**src/rcta_pkg.sv**
```systemverilog
// types, constants and helper functions for the radix-to-ascii converter
// used by radix_convert_to_ascii; no dependencies
package rcta_pkg;

	localparam int BASE_W = 6;
	localparam int CHAR_W = 7;

	localparam logic [BASE_W-1:0] BASE_RESET = 6'd10;
	localparam logic [BASE_W-1:0] BASE_MIN   = 6'd2;
	localparam logic [BASE_W-1:0] BASE_MAX   = 6'd36;

	localparam logic [CHAR_W-1:0] CHAR_COMMA  = 7'd44;
	localparam logic [CHAR_W-1:0] CHAR_ZERO   = 7'd48;
	localparam logic [CHAR_W-1:0] CHAR_A      = 7'd65;
	localparam logic [BASE_W-1:0] DIGIT_TEN   = 6'd10;

	typedef enum logic [2:0] {
		ST_IDLE,
		ST_DIV,
		ST_INT,
		ST_COMMA,
		ST_MUL,
		ST_FRAC
	} state_t;

	// digit value to ascii code
	function automatic logic [CHAR_W-1:0] ascii_of(input logic [BASE_W-1:0] d);
		logic [CHAR_W-1:0] code;
		if (d < DIGIT_TEN) begin
			code = CHAR_ZERO + CHAR_W'(d);
		end else begin
			code = CHAR_A + CHAR_W'(d - DIGIT_TEN);
		end
		return code;
	endfunction

	// register value clamped into the supported radix range
	function automatic logic [BASE_W-1:0] eff_base(input logic [BASE_W-1:0] b);
		logic [BASE_W-1:0] r;
		if (b < BASE_MIN) begin
			r = BASE_MIN;
		end else if (b > BASE_MAX) begin
			r = BASE_MAX;
		end else begin
			r = b;
		end
		return r;
	endfunction

endpackage

```
**src/radix_convert_to_ascii.sv**
```systemverilog
// radix converter: non-negative fixed-point number to ascii text, one character per request
// depends on rcta_pkg
//
// usage:
//   cfg channel (cfg_valid/cfg_ready/cfg_data) writes the radix, 2..36, reset value 10;
//   values below 2 act as 2, above 36 act as 36. cfg_ready is always high.
//   s_axis carries one number: integer part in the low INT_BITS of tdata, Q0.FRAC_BITS
//   fraction above it. m_axis returns ascii characters: integer digits most significant
//   first, a comma, then 1..MAX_FRAC_DIGITS fraction digits; tlast marks the final one.
// operation:
//   each integer digit comes from a bit-serial restoring divider; each fraction digit
//   comes from a bit-serial shift-add multiply and is then emitted; the integer digits
//   and the comma are emitted one at a time.
//   one number is converted at a time; s_axis_tready is high only while idle.
// reset: arst_n clears the control state and sets the radix to 10.
// stall: a low m_axis_tready holds the output register and holds the converter in its emitting
//   states until the character is taken; the divide and multiply steps run on.
module radix_convert_to_ascii #(
	parameter int INT_BITS        = 31,
	parameter int FRAC_BITS       = 32,
	parameter int MAX_FRAC_DIGITS = 10
) (
	input  logic                                           clk,
	input  logic                                           arst_n,
	input  logic                                           cfg_valid,
	output logic                                           cfg_ready,
	input  logic [rcta_pkg::BASE_W-1:0]                    cfg_data,      // target_base
	input  logic                                           s_axis_tvalid,
	output logic                                           s_axis_tready,
	input  logic [((INT_BITS+FRAC_BITS+7)/8)*8-1:0]        s_axis_tdata,  // int_part, frac_part
	output logic                                           m_axis_tvalid,
	input  logic                                           m_axis_tready,
	output logic [7:0]                                     m_axis_tdata,  // char_code
	output logic                                           m_axis_tlast
);
	import rcta_pkg::*;

	localparam int CNT_W  = $clog2(INT_BITS);
	localparam int DEP_W  = $clog2(INT_BITS + 1);
	localparam int FD_W   = $clog2(MAX_FRAC_DIGITS + 1);
	localparam int ACC_W  = FRAC_BITS + BASE_W;
	localparam int THR_W  = FRAC_BITS + 28;
	localparam logic [THR_W-1:0] FRAC_ONE = THR_W'(1) << FRAC_BITS;
	localparam logic [THR_W-1:0] THR_FULL = FRAC_ONE / THR_W'(100000000);
	localparam logic [FRAC_BITS-1:0] THR = THR_FULL[FRAC_BITS-1:0];

	state_t state_q, state_d;

	logic [BASE_W-1:0]    base_cfg_q;
	logic [BASE_W-1:0]    base_q;
	logic [BASE_W-1:0]    bsh_q;
	logic [INT_BITS-1:0]  n_q;
	logic [BASE_W-1:0]    r_q;
	logic [CNT_W-1:0]     cnt_q;
	logic [BASE_W-1:0]    stk_q [INT_BITS];
	logic [DEP_W-1:0]     dep_q;
	logic [FRAC_BITS-1:0] f_q;
	logic [ACC_W-1:0]     acc_q;
	logic [FD_W-1:0]      fd_q;
	logic                 out_valid_q;
	logic [CHAR_W-1:0]    out_char_q;
	logic                 out_last_q;

	logic                 in_acc;
	logic                 slot_free;
	logic                 emit;
	logic [CHAR_W-1:0]    emit_char;
	logic                 emit_last;

	// divider step
	logic [BASE_W:0]      r_sh;
	logic                 q_bit;
	logic [BASE_W-1:0]    r_new;
	logic [INT_BITS-1:0]  n_new;
	logic                 div_end;
	logic                 mul_end;

	// fraction digit
	logic [FRAC_BITS-1:0] f_new;
	logic [BASE_W-1:0]    f_digit;
	logic                 more;

	assign cfg_ready     = 1'b1;
	assign in_acc        = s_axis_tvalid && s_axis_tready;
	assign slot_free     = !out_valid_q || m_axis_tready;

	assign r_sh    = {r_q, n_q[INT_BITS-1]};
	assign q_bit   = r_sh >= {1'b0, base_q};
	assign r_new   = q_bit ? BASE_W'(r_sh - {1'b0, base_q}) : r_sh[BASE_W-1:0];
	assign n_new   = {n_q[INT_BITS-2:0], q_bit};
	assign div_end = cnt_q == CNT_W'(INT_BITS - 1);
	assign mul_end = cnt_q == CNT_W'(BASE_W - 1);

	assign f_new   = acc_q[FRAC_BITS-1:0];
	assign f_digit = acc_q[ACC_W-1 -: BASE_W];
	assign more    = (f_new > THR) && (fd_q != FD_W'(MAX_FRAC_DIGITS - 1));

	// next state
	always_comb begin
		state_d = state_q;
		unique case (state_q)
			ST_IDLE: begin
				if (in_acc) state_d = ST_DIV;
			end
			ST_DIV: begin
				if (div_end && n_new == '0) state_d = ST_INT;
			end
			ST_INT: begin
				if (slot_free && dep_q == DEP_W'(1)) state_d = ST_COMMA;
			end
			ST_COMMA: begin
				if (slot_free) state_d = ST_MUL;
			end
			ST_MUL: begin
				if (mul_end) state_d = ST_FRAC;
			end
			ST_FRAC: begin
				if (slot_free) state_d = more ? ST_MUL : ST_IDLE;
			end
			default: state_d = ST_IDLE;
		endcase
	end

	// outputs of the sequencer
	always_comb begin
		s_axis_tready = 1'b0;
		emit          = 1'b0;
		emit_char     = CHAR_COMMA;
		emit_last     = 1'b0;
		unique case (state_q)
			ST_IDLE: s_axis_tready = 1'b1;
			ST_INT: begin
				emit      = slot_free;
				emit_char = ascii_of(stk_q[0]);
			end
			ST_COMMA: emit = slot_free;
			ST_FRAC: begin
				emit      = slot_free;
				emit_char = ascii_of(f_digit);
				emit_last = !more;
			end
			default: ;
		endcase
	end

	always_ff @(posedge clk or negedge arst_n) begin
		if (!arst_n) begin
			state_q     <= ST_IDLE;
			base_cfg_q  <= BASE_RESET;
			out_valid_q <= 1'b0;
			dep_q       <= '0;
			cnt_q       <= '0;
			fd_q        <= '0;
		end else begin
			state_q <= state_d;
			if (cfg_valid && cfg_ready) base_cfg_q <= cfg_data;
			if (emit) begin
				out_valid_q <= 1'b1;
			end else if (m_axis_tready) begin
				out_valid_q <= 1'b0;
			end
			unique case (state_q)
				ST_IDLE: begin
					cnt_q <= '0;
					dep_q <= '0;
					fd_q  <= '0;
				end
				ST_DIV: begin
					if (div_end) begin
						cnt_q <= '0;
						dep_q <= dep_q + DEP_W'(1);
					end else begin
						cnt_q <= cnt_q + CNT_W'(1);
					end
				end
				ST_INT: begin
					if (slot_free) dep_q <= dep_q - DEP_W'(1);
				end
				ST_COMMA: cnt_q <= '0;
				ST_MUL: begin
					cnt_q <= mul_end ? '0 : cnt_q + CNT_W'(1);
				end
				ST_FRAC: begin
					if (slot_free) fd_q <= fd_q + FD_W'(1);
				end
				default: ;
			endcase
		end
	end

	// datapath registers
	always_ff @(posedge clk) begin
		if (emit) begin
			out_char_q <= emit_char;
			out_last_q <= emit_last;
		end
		unique case (state_q)
			ST_IDLE: begin
				if (in_acc) begin
					n_q    <= s_axis_tdata[INT_BITS-1:0];
					f_q    <= s_axis_tdata[INT_BITS +: FRAC_BITS];
					base_q <= eff_base(base_cfg_q);
					r_q    <= '0;
				end
			end
			ST_DIV: begin
				n_q <= n_new;
				if (div_end) begin
					r_q      <= '0;
					stk_q[0] <= r_new;
					for (int i = 1; i < INT_BITS; i++) stk_q[i] <= stk_q[i-1];
				end else begin
					r_q <= r_new;
				end
			end
			ST_INT: begin
				if (slot_free) begin
					for (int i = 0; i < INT_BITS - 1; i++) stk_q[i] <= stk_q[i+1];
				end
			end
			ST_COMMA: begin
				acc_q <= '0;
				bsh_q <= base_q;
			end
			ST_MUL: begin
				acc_q <= {acc_q[ACC_W-2:0], 1'b0} + (bsh_q[BASE_W-1] ? ACC_W'(f_q) : '0);
				bsh_q <= {bsh_q[BASE_W-2:0], 1'b0};
			end
			ST_FRAC: begin
				if (slot_free) begin
					f_q   <= f_new;
					acc_q <= '0;
					bsh_q <= base_q;
				end
			end
			default: ;
		endcase
	end

	assign m_axis_tvalid = out_valid_q;
	assign m_axis_tdata  = {1'b0, out_char_q};
	assign m_axis_tlast  = out_last_q;

`ifndef SYNTHESIS
	a_busy_after_accept: assert property (@(posedge clk) disable iff (!arst_n)
		in_acc |=> !s_axis_tready)
		else $error("input taken while a conversion runs");

	a_stack_bound: assert property (@(posedge clk) disable iff (!arst_n)
		dep_q <= DEP_W'(INT_BITS))
		else $error("digit stack overflow");

	a_stack_empty_in_frac: assert property (@(posedge clk) disable iff (!arst_n)
		(state_q == ST_MUL || state_q == ST_FRAC || state_q == ST_COMMA) |-> dep_q == '0)
		else $error("integer digits left over in fraction phase");

	a_base_range: assert property (@(posedge clk) disable iff (!arst_n)
		(state_q != ST_IDLE) |-> (base_q >= BASE_MIN && base_q <= BASE_MAX))
		else $error("latched radix out of range");

	a_frac_count: assert property (@(posedge clk) disable iff (!arst_n)
		(state_q == ST_MUL) |-> fd_q < FD_W'(MAX_FRAC_DIGITS))
		else $error("too many fraction digits");
`endif

endmodule

```
**config.mk**
```make
export PLATFORM = sky130hd
export DESIGN_NAME = radix_convert_to_ascii
export DESIGN_NICKNAME = d
export VERILOG_FILES = /design/src/rcta_pkg.sv /design/src/radix_convert_to_ascii.sv
export SDC_FILE = /design/constraint.sdc
export NUM_CORES = 1
export LEC_CHECK = 0
export BUFFER_PORTS_ARGS = -buffer_cell sky130_fd_sc_hd__buf_2
export CAP_MARGIN = 20
export CORE_ASPECT_RATIO = 1.5
export CORE_UTILIZATION = 60
export CTS_CLUSTER_DIAMETER = 100
export CTS_CLUSTER_SIZE = 30
export DETAILED_ROUTE_END_ITERATION = 7
export PLACE_DENSITY_LB_ADDON = 0.1
export SYNTH_ARGS = -nofsm -noshare
export SYNTH_HDL_FRONTEND = slang
export SYNTH_SLANG_ARGS = --single-unit
```
**constraint.sdc**
```tcl
create_clock -name clk -period 12.6 [get_ports clk]
set_input_delay 0.63 -clock clk [delete_from_list [all_inputs] [get_ports clk]]
set_output_delay 0.63 -clock clk [all_outputs]
set_load 0.005 [all_outputs]
```
==> metrics.md, run 1 <==
| Metric | Value |
|---|---|
| Final period utilization | 41.41% |
| Outcome | finished, violations left |
| Commonest cells in the netlist | nand2_1 (561), edfxtp_1 (313), nor2_1 (86) |
| Worst-path fanout max | 109 |
| Num CTS Buffers | 15 |
| Final setup violation count | 0 |
| CP cell instances | nand3_1 > nor2_4 > buf_4 > o21ai_1 > a21oi_4 > buf_4 > buf_4 |
| CTS tree | done |
| Clock sinks | 337 |
| Total GRT Usage | 22.23% |
| Antenna violations before repair | 0 |
| Number of global-route vias before repair | 11270 |
| Post-route cell area | 18050 sq um |
| Post-DP HPWL | 20.69 mm |
| Vias | 11240 |
| Synthesized cell area | 16880 sq um |
| Syn Area/Cell | 10.55 sq um |
| Critical path startpoint category | flop |
| CP Class | reg -> reg |
| Slowest stage delay, CP | 0.93 ns |
| Sequential share of the synthesized area | 59.27% |
| DR vias/cell | 5.649 |
| Worst Max-Slew Pin Slew | 1.101 ns |
| Failing checks | design-rule violations |
| Share of flip-flops with an asynchronous set or reset | 7.122% |
| EDFF count, synth | 313 |
| Placed cells | 1965 |
| Drc violations | 9 |
| Avg WL per Cell | 15.68 um |
| Area delta synth->final | 6.962% |
| Worst Path Required | 12.72 ns |
| Dpl cell area | 17570 sq um |
| Main flop type after synthesis | edfxtp_1 |
| Initial Utilization | 61.58% |
| Worst vdd ir | 0.0001577 V |
| Remaining Overflow, GRT | 0 |
| Routed WL | 31.18 mm |
| Drt first pass iters | 8 |
| Met2 global-route usage | 40.46% |
| Worst Setup End Kind | flop |
| First-pass GRT wire length | 53.15 mm |
| Post-route insts no fill | 1989 |
| Clk Latency, worst-skew pair | 0.51 ns |
| Clk_skew | 0.02571 ns |
| Crit-path slowest cell | buf_4 |
| Routability Congestion | 0.8574 |
| Yosys cell types | 67 |
| Final Hold Vio Count | 0 |
| Final nets | 1768 |
| Root buf cell | clkbuf_16 |
| Setup Total Neg Slack | 0 ns |
| GR Util met3 | 2.168% |
| RSZ-0062 raised after global routing | no |
| Fillers | 2230 |
| IO Count | 87 |
| PwrDens | 250.7 nW/um^2 |
| Post-Synthesis Cells | 1600 |
| Die H | 207.4 um |
| CP Data Arrival Time | 5.34 ns |
| Worst path most repeated cell | buf_4 |
| Clock Pin Slew Worst Setup and Hold Paths | 0.11 ns |
| Syn Nets | 1727 |
| Number of buffers added on ports | 83 |
| Share of layout cells above drive strength 1 | 13.11% |
| Initial DRC Count | 658 |
| Die area | 28820 sq um |
| Top Usage Layer GRT | met2 |
| Worst hold path type | in -> async |
| Number of max-cap violations | 0 |
| Lkg Pwr | 7.213 nW |
| Hold Buf Count CTS | 0 |
| Cts repair resizes | 0 |
| Synth Register Bits | 337 |
| Max-Slew Margin vs Limit | 26.61% |
| H-tree Lvls | 1 |
| N_diodes | 0 |
| DIE WIDTH | 138.9 um |
| Antenna viol nets, final | 0 |
| CTS Buffer Depth | 3 |
| Top-count cell post-synth | nand2_1 |
| Post-synth top area cell | edfxtp_1 |
| Core Rows | 74 |
| Area contributors post-synth | edfxtp_1 (56%), nand2_1 (12%), mux2_2 (5.3%) |
| Fmax | 0.1917 GHz |
| Routing usage on met1 | 28.42% |
| Core box area | 27410 sq um |
| YS warnings | 0 |
| Largest net degree at the start of global routing | 110 |
| Slew Viols, Final | 0 |
| Final min period | 5.218 ns |
| Top-area cell type share of the netlist area | 55.69% |
| Postcts setup bufs | 0 |
## per-stage QoR
step	worst slack (ns)	hold slack [ns]	util (%)	total power [mW]
floorplan	1.351	0.3344	-	3.565
global placement	7.453	0.4283	64.11	3.911
finish	7.382	0.08731	65.86	4.525
global route	6.917	0.1194	65.86	4.879
detailed placement	7.381	0.4370	64.11	3.963
CTS	7.343	0.09562	65.76	4.553
## final timing paths
path / endpoint / depth (start not counted) / startpoint / slack [ns]
worst max-delay path: stk_q[1][21] / 7 / state_q[1] / 7.38
worst min-delay path: base_cfg_q[5] / 1 / arst_n / 0.09
worst max register to register: stk_q[1][21] / 7 / state_q[1] / 7.38
worst min register to register: stk_q[1][85] / 0 / stk_q[1][79] / 0.46
max in group asynchronous: base_cfg_q[0] / 1 / arst_n / 12.14
min in group clk: base_cfg_q[5] / 3 / cfg_data[5] / 0.33
## state kept, by name, summed over array words and instances, names as in the netlist
signal / count
acc_q: 38
base_cfg_q: 6
base_q: 6
bsh_q: 6
cnt_q: 5
dep_q: 5
f_q: 32
fd_q: 4
m_axis_tlast: 1
m_axis_tvalid: 1
n_q: 31
out_char_q: 7
r_q: 6
state_q: 3
stk_q: 186
## cells by family after synthesis
group / after synthesis / synth area share (%)
compound gates: 186 / 6.754
xor+xnor: 42 / 2.180
fa+ha+maj: 53 / 4.004
buf+inv: 111 / 2.647
flops: 337 / 59.27
mux: 87 / 5.753
other cells: 2 / 0.04450
simple gates: 782 / 19.35
## routing by layer
layer / routed length (um) / part of all wire [%] / vias to the layer above
li1: - / - / 5609
met1: 13450 / 43 / 5425
met2: 16110 / 52 / 163
met3: 988 / 3.2 / 39
met4: 633 / 2.0 / 0
met5: 0 / 0 / -
## worst max-delay path, delay by kind of cell, from the launching register on
| family | cells | cell delay (ns) |
|---|---|---|
| AO/OA/AOI/OAI | 2 | 1.00 |
| AND/OR/NAND/NOR | 2 | 0.39 |
| buffers and inverters | 3 | 2.55 |
| flip-flops | 1 | 0.73 |
## cell type report
type                    instances  area [sq um]  share of cell area (%)
flip-flops and latches        337         10000                   55.41
repair buffers                 99         555.5                   3.078
clock buffers                  20         394.1                   2.183
clock inverters                 3         58.81                  0.3258
multi-input cells            1152          6477                   35.88
inverters                      36         135.1                  0.7486
well taps                     342         427.9                   2.371
## placed cells by master, fill, tap and decap left out, types with 12 or more instances in the layout
master | Yosys | final
nand2_1 | 561 | 559
edfxtp_1 | 313 | 313
nor2_1 | 86 | 83
buf_2 | 10 | 83
mux2_2 | 80 | 80
a21oi_1 | 61 | 60
o21ai_0 | 55 | 55
ha_1 | 50 | 50
and2_1 | 38 | 38
inv_1 | 35 | 35
xnor2_1 | 25 | 25
dfrtp_1 | 22 | 22
nand3_1 | 17 | 17
xor2_1 | 17 | 17
nand4_1 | 15 | 15
clkbuf_16 | 0 | 15
buf_4 | 4 | 15
nor3_1 | 15 | 14
nor4_1 | 14 | 14
a21o_1 | 12 | 12
## where the power goes
part / internal, mW / total [mW] / switching (mW)
Clock: 0.250 / 0.586 / 0.336
Sequential: 1.90 / 2.15 / 0.248
Combinational: 0.648 / 1.79 / 1.14
Total: 2.80 / 4.52 / 1.73
Power figures use the tool's default switching activity.
==> run 2: changes to the inputs <==
==> constraint.sdc (replaced) <==
create_clock -name clk -period 5.2 [get_ports clk]
set_input_delay 0.26 -clock clk [delete_from_list [all_inputs] [get_ports clk]]
set_output_delay 0.26 -clock clk [all_outputs]
set_load 0.005 [all_outputs]
==> metrics.md, run 2 (synthesized netlist as in run 1, its figures left out) <==
| Metric | Value |
|---|---|
| Most frequent cells in the layout | nand2_1 (559), edfxtp_1 (313), nor2_1 (83), buf_2 (83), mux2_2 (80) (unchanged) |
| Commonest non-fill, non-tap cell in the layout | nand2_1 (unchanged) |
| Clock sinks | 337 (unchanged) |
| CP cell instances | buf_4 > and2_1 > ha_1 > nand2_1 > or3_1 > o22ai_1 > nor3_1 > a211o_1 > o31ai_4 > mux2i_1 > o311ai_1 (was nand3_1 > nor2_4 > buf_4 > o21ai_1 > a21oi_4 > buf_4 > buf_4) |
| Antenna viol nets, final | 0 (unchanged) |
| CP Data Arrival Time | 3.77 ns (was 5.34 ns) |
| Post-route cell area | 18480 sq um (was 18050 sq um) |
| CP Class | reg -> reg (unchanged) |
| Initial Utilization | 61.58% (unchanged) |
| Routed WL | 31.93 mm (was 31.18 mm) |
| DIE WIDTH | 138.9 um (unchanged) |
| Lkg Pwr | 7.387 nW (was 7.213 nW) |
| Die area | 28820 sq um (unchanged) |
| Final min period | 3.515 ns (was 5.218 ns) |
| Regs by FF count | stk_q (186), acc_q (38), f_q (32) (unchanged) |
| Number of global-route vias before repair | 11310 (was 11270) |
| N_diodes | 0 (unchanged) |
| H-tree Lvls | 1 (unchanged) |
| Worst-path fanout max | 20 (was 109) |
| PwrDens | 593.6 nW/um^2 (was 250.7 nW/um^2) |
| Critical path startpoint category | flop (unchanged) |
| Outcome | finished, violations left (unchanged) |
| Largest net degree at the start of global routing | 182 (was 110) |
| Setup Total Neg Slack | 0 ns (unchanged) |
| Final Hold Vio Count | 0 (unchanged) |
| IO Count | 87 (unchanged) |
| Remaining Overflow, GRT | 0 (unchanged) |
| Worst Max-Slew Pin Slew | 1.082 ns (was 1.101 ns) |
| Post-route core utilization | 67.44% (was 65.86%) |
| Drt first pass iters | 7 (was 8) |
| Max reg flops | 186 (unchanged) |
| Clock Pin Slew Worst Setup and Hold Paths | 0.11 ns (about the same) |
| Worst Path Required | 5.46 ns (was 12.72 ns) |
| Max-Slew Margin vs Limit | 27.87% (was 26.61%) |
| Total GRT Usage | 22.49% (was 22.23%) |
| Placed cells | 1964 (was 1965) |
| Drc violations | 5 (was 9) |
| Vias | 11490 (was 11240) |
| Num CTS Buffers | 15 (unchanged) |
| CTS tree | done (unchanged) |
| Share of layout cells above drive strength 1 | 12.71% (was 13.11%) |
| First-pass GRT wire length | 53.61 mm (was 53.15 mm) |
| Number of buffers added on ports | 83 (unchanged) |
| Routability Congestion | 0.8502 (was 0.8574) |
| Antenna violations before repair | 0 (unchanged) |
| Final nets | 1812 (was 1768) |
| Clk_skew | 0.03086 ns (was 0.02571 ns) |
| Core Rows | 74 (unchanged) |
| Slew Viols, Final | 0 (unchanged) |
| Slowest stage delay, CP | 0.55 ns (was 0.93 ns) |
| Worst hold path type | in -> reg (was in -> async) |
| Avg WL per Cell | 15.71 um (was 15.68 um) |
| Crit-path slowest cell | edfxtp_1 (was buf_4) |
| Area delta synth->final | 9.512% (was 6.962%) |
| Dpl cell area | 17580 sq um (was 17570 sq um) |
| DR vias/cell | 5.650 (was 5.649) |
| Post-DP HPWL | 20.52 mm (was 20.69 mm) |
| Post-route insts no fill | 2033 (was 1989) |
| Number of max-cap violations | 0 (unchanged) |
| Worst Setup End Kind | flop (unchanged) |
| Worst vdd ir | 0.0004067 V (was 0.0001577 V) |
| CTS Buffer Depth | 3 (unchanged) |
| Die H | 207.4 um (unchanged) |
| Core box area | 27410 sq um (unchanged) |
| Failing checks | design-rule violations (unchanged) |
| RSZ-0062 raised after global routing | no (unchanged) |
| Final setup violation count | 0 (unchanged) |
| Biggest register | stk_q (unchanged) |
| Clk Latency, worst-skew pair | 0.53 ns (was 0.51 ns) |
| Worst hold slack | 0.01360 ns (was 0.08731 ns) |
| Fmax | 0.2845 GHz (was 0.1917 GHz) |
| Initial DRC Count | 607 (was 658) |
| Root buf cell | clkbuf_16 (unchanged) |
| R2r setup slk | 1.68 ns (was 7.38 ns) |
| Final period utilization | 67.60% (was 41.41%) |
[run 2: cell types whose count changed in the layout (fill, tap and decap cells not counted), sizes merged]
cell,before,now
buf,99,98
bufinv,1,0
dlygate4sd3,0,45
inv,38,39
[run 2: worst max-delay path, delay by kind of cell, from the launching register on]
kind	cells	cell delay, ns
AO/OA/AOI/OAI	4	0.98
adder cells (fa/ha/maj)	1	0.42
buffers and inverters	1	0.27
flip-flops	1	0.55
multiplexers	1	0.23
AND/OR/NAND/NOR	4	0.79
[run 2: stage by stage]
| stage | total power [mW] | setup slack (ns) |
|---|---|---|
| floorplan | 8.484 | 0.3084 |
| global placement | 9.484 | 1.760 |
| detailed placement | 9.614 | 1.693 |
| CTS | 11.04 | 1.684 |
| global route | 11.80 | 1.498 |
| finish | 10.97 | 1.685 |
[run 2: power by group]
group	switching (mW)	total, mW	internal [mW]
Combinational	2.77	4.37	1.60
Clock	0.825	1.38	0.557
Sequential	0.614	5.22	4.60
Total	4.21	11.0	6.76
[run 2: timing repair]
| item | CTS | global route |
|---|---|---|
| buffers inserted | 0 | 0 |
| gates resized for setup | 0 | 0 |
| hold buffers | 44 | 1 |
| hold endpoints to repair | 64 | 1 |
[run 2: layout make-up]
cell class,instances,area [sq um]
sequential,337,10000
fill,2168,8925
multi-input combinational,1152,6477
timing repair buffer,143,1011
tap,342,427.9
clock buffer,20,394.1
inverter,36,135.1
clock inverter,3,33.78
[run 2: routing by layer]
metal  GRT usage [%]  share of wire, %
met5               0                 0
met4           5.594               1.9
met3           2.445               3.7
met2           40.61                51
met1           28.86                43
[run 2: worst paths after layout]
check,startpoint,end,depth (start not counted)
worst max-delay path,bsh_q[5],acc_q[36],11
max in group asynchronous,arst_n,dep_q[4],2
min in group asynchronous,arst_n,base_cfg_q[5],2
worst min-delay path,s_axis_tdata[46],f_q[15],3
worst min register to register,stk_q[1][80],stk_q[1][86],0
worst max register to register,bsh_q[5],acc_q[36],11
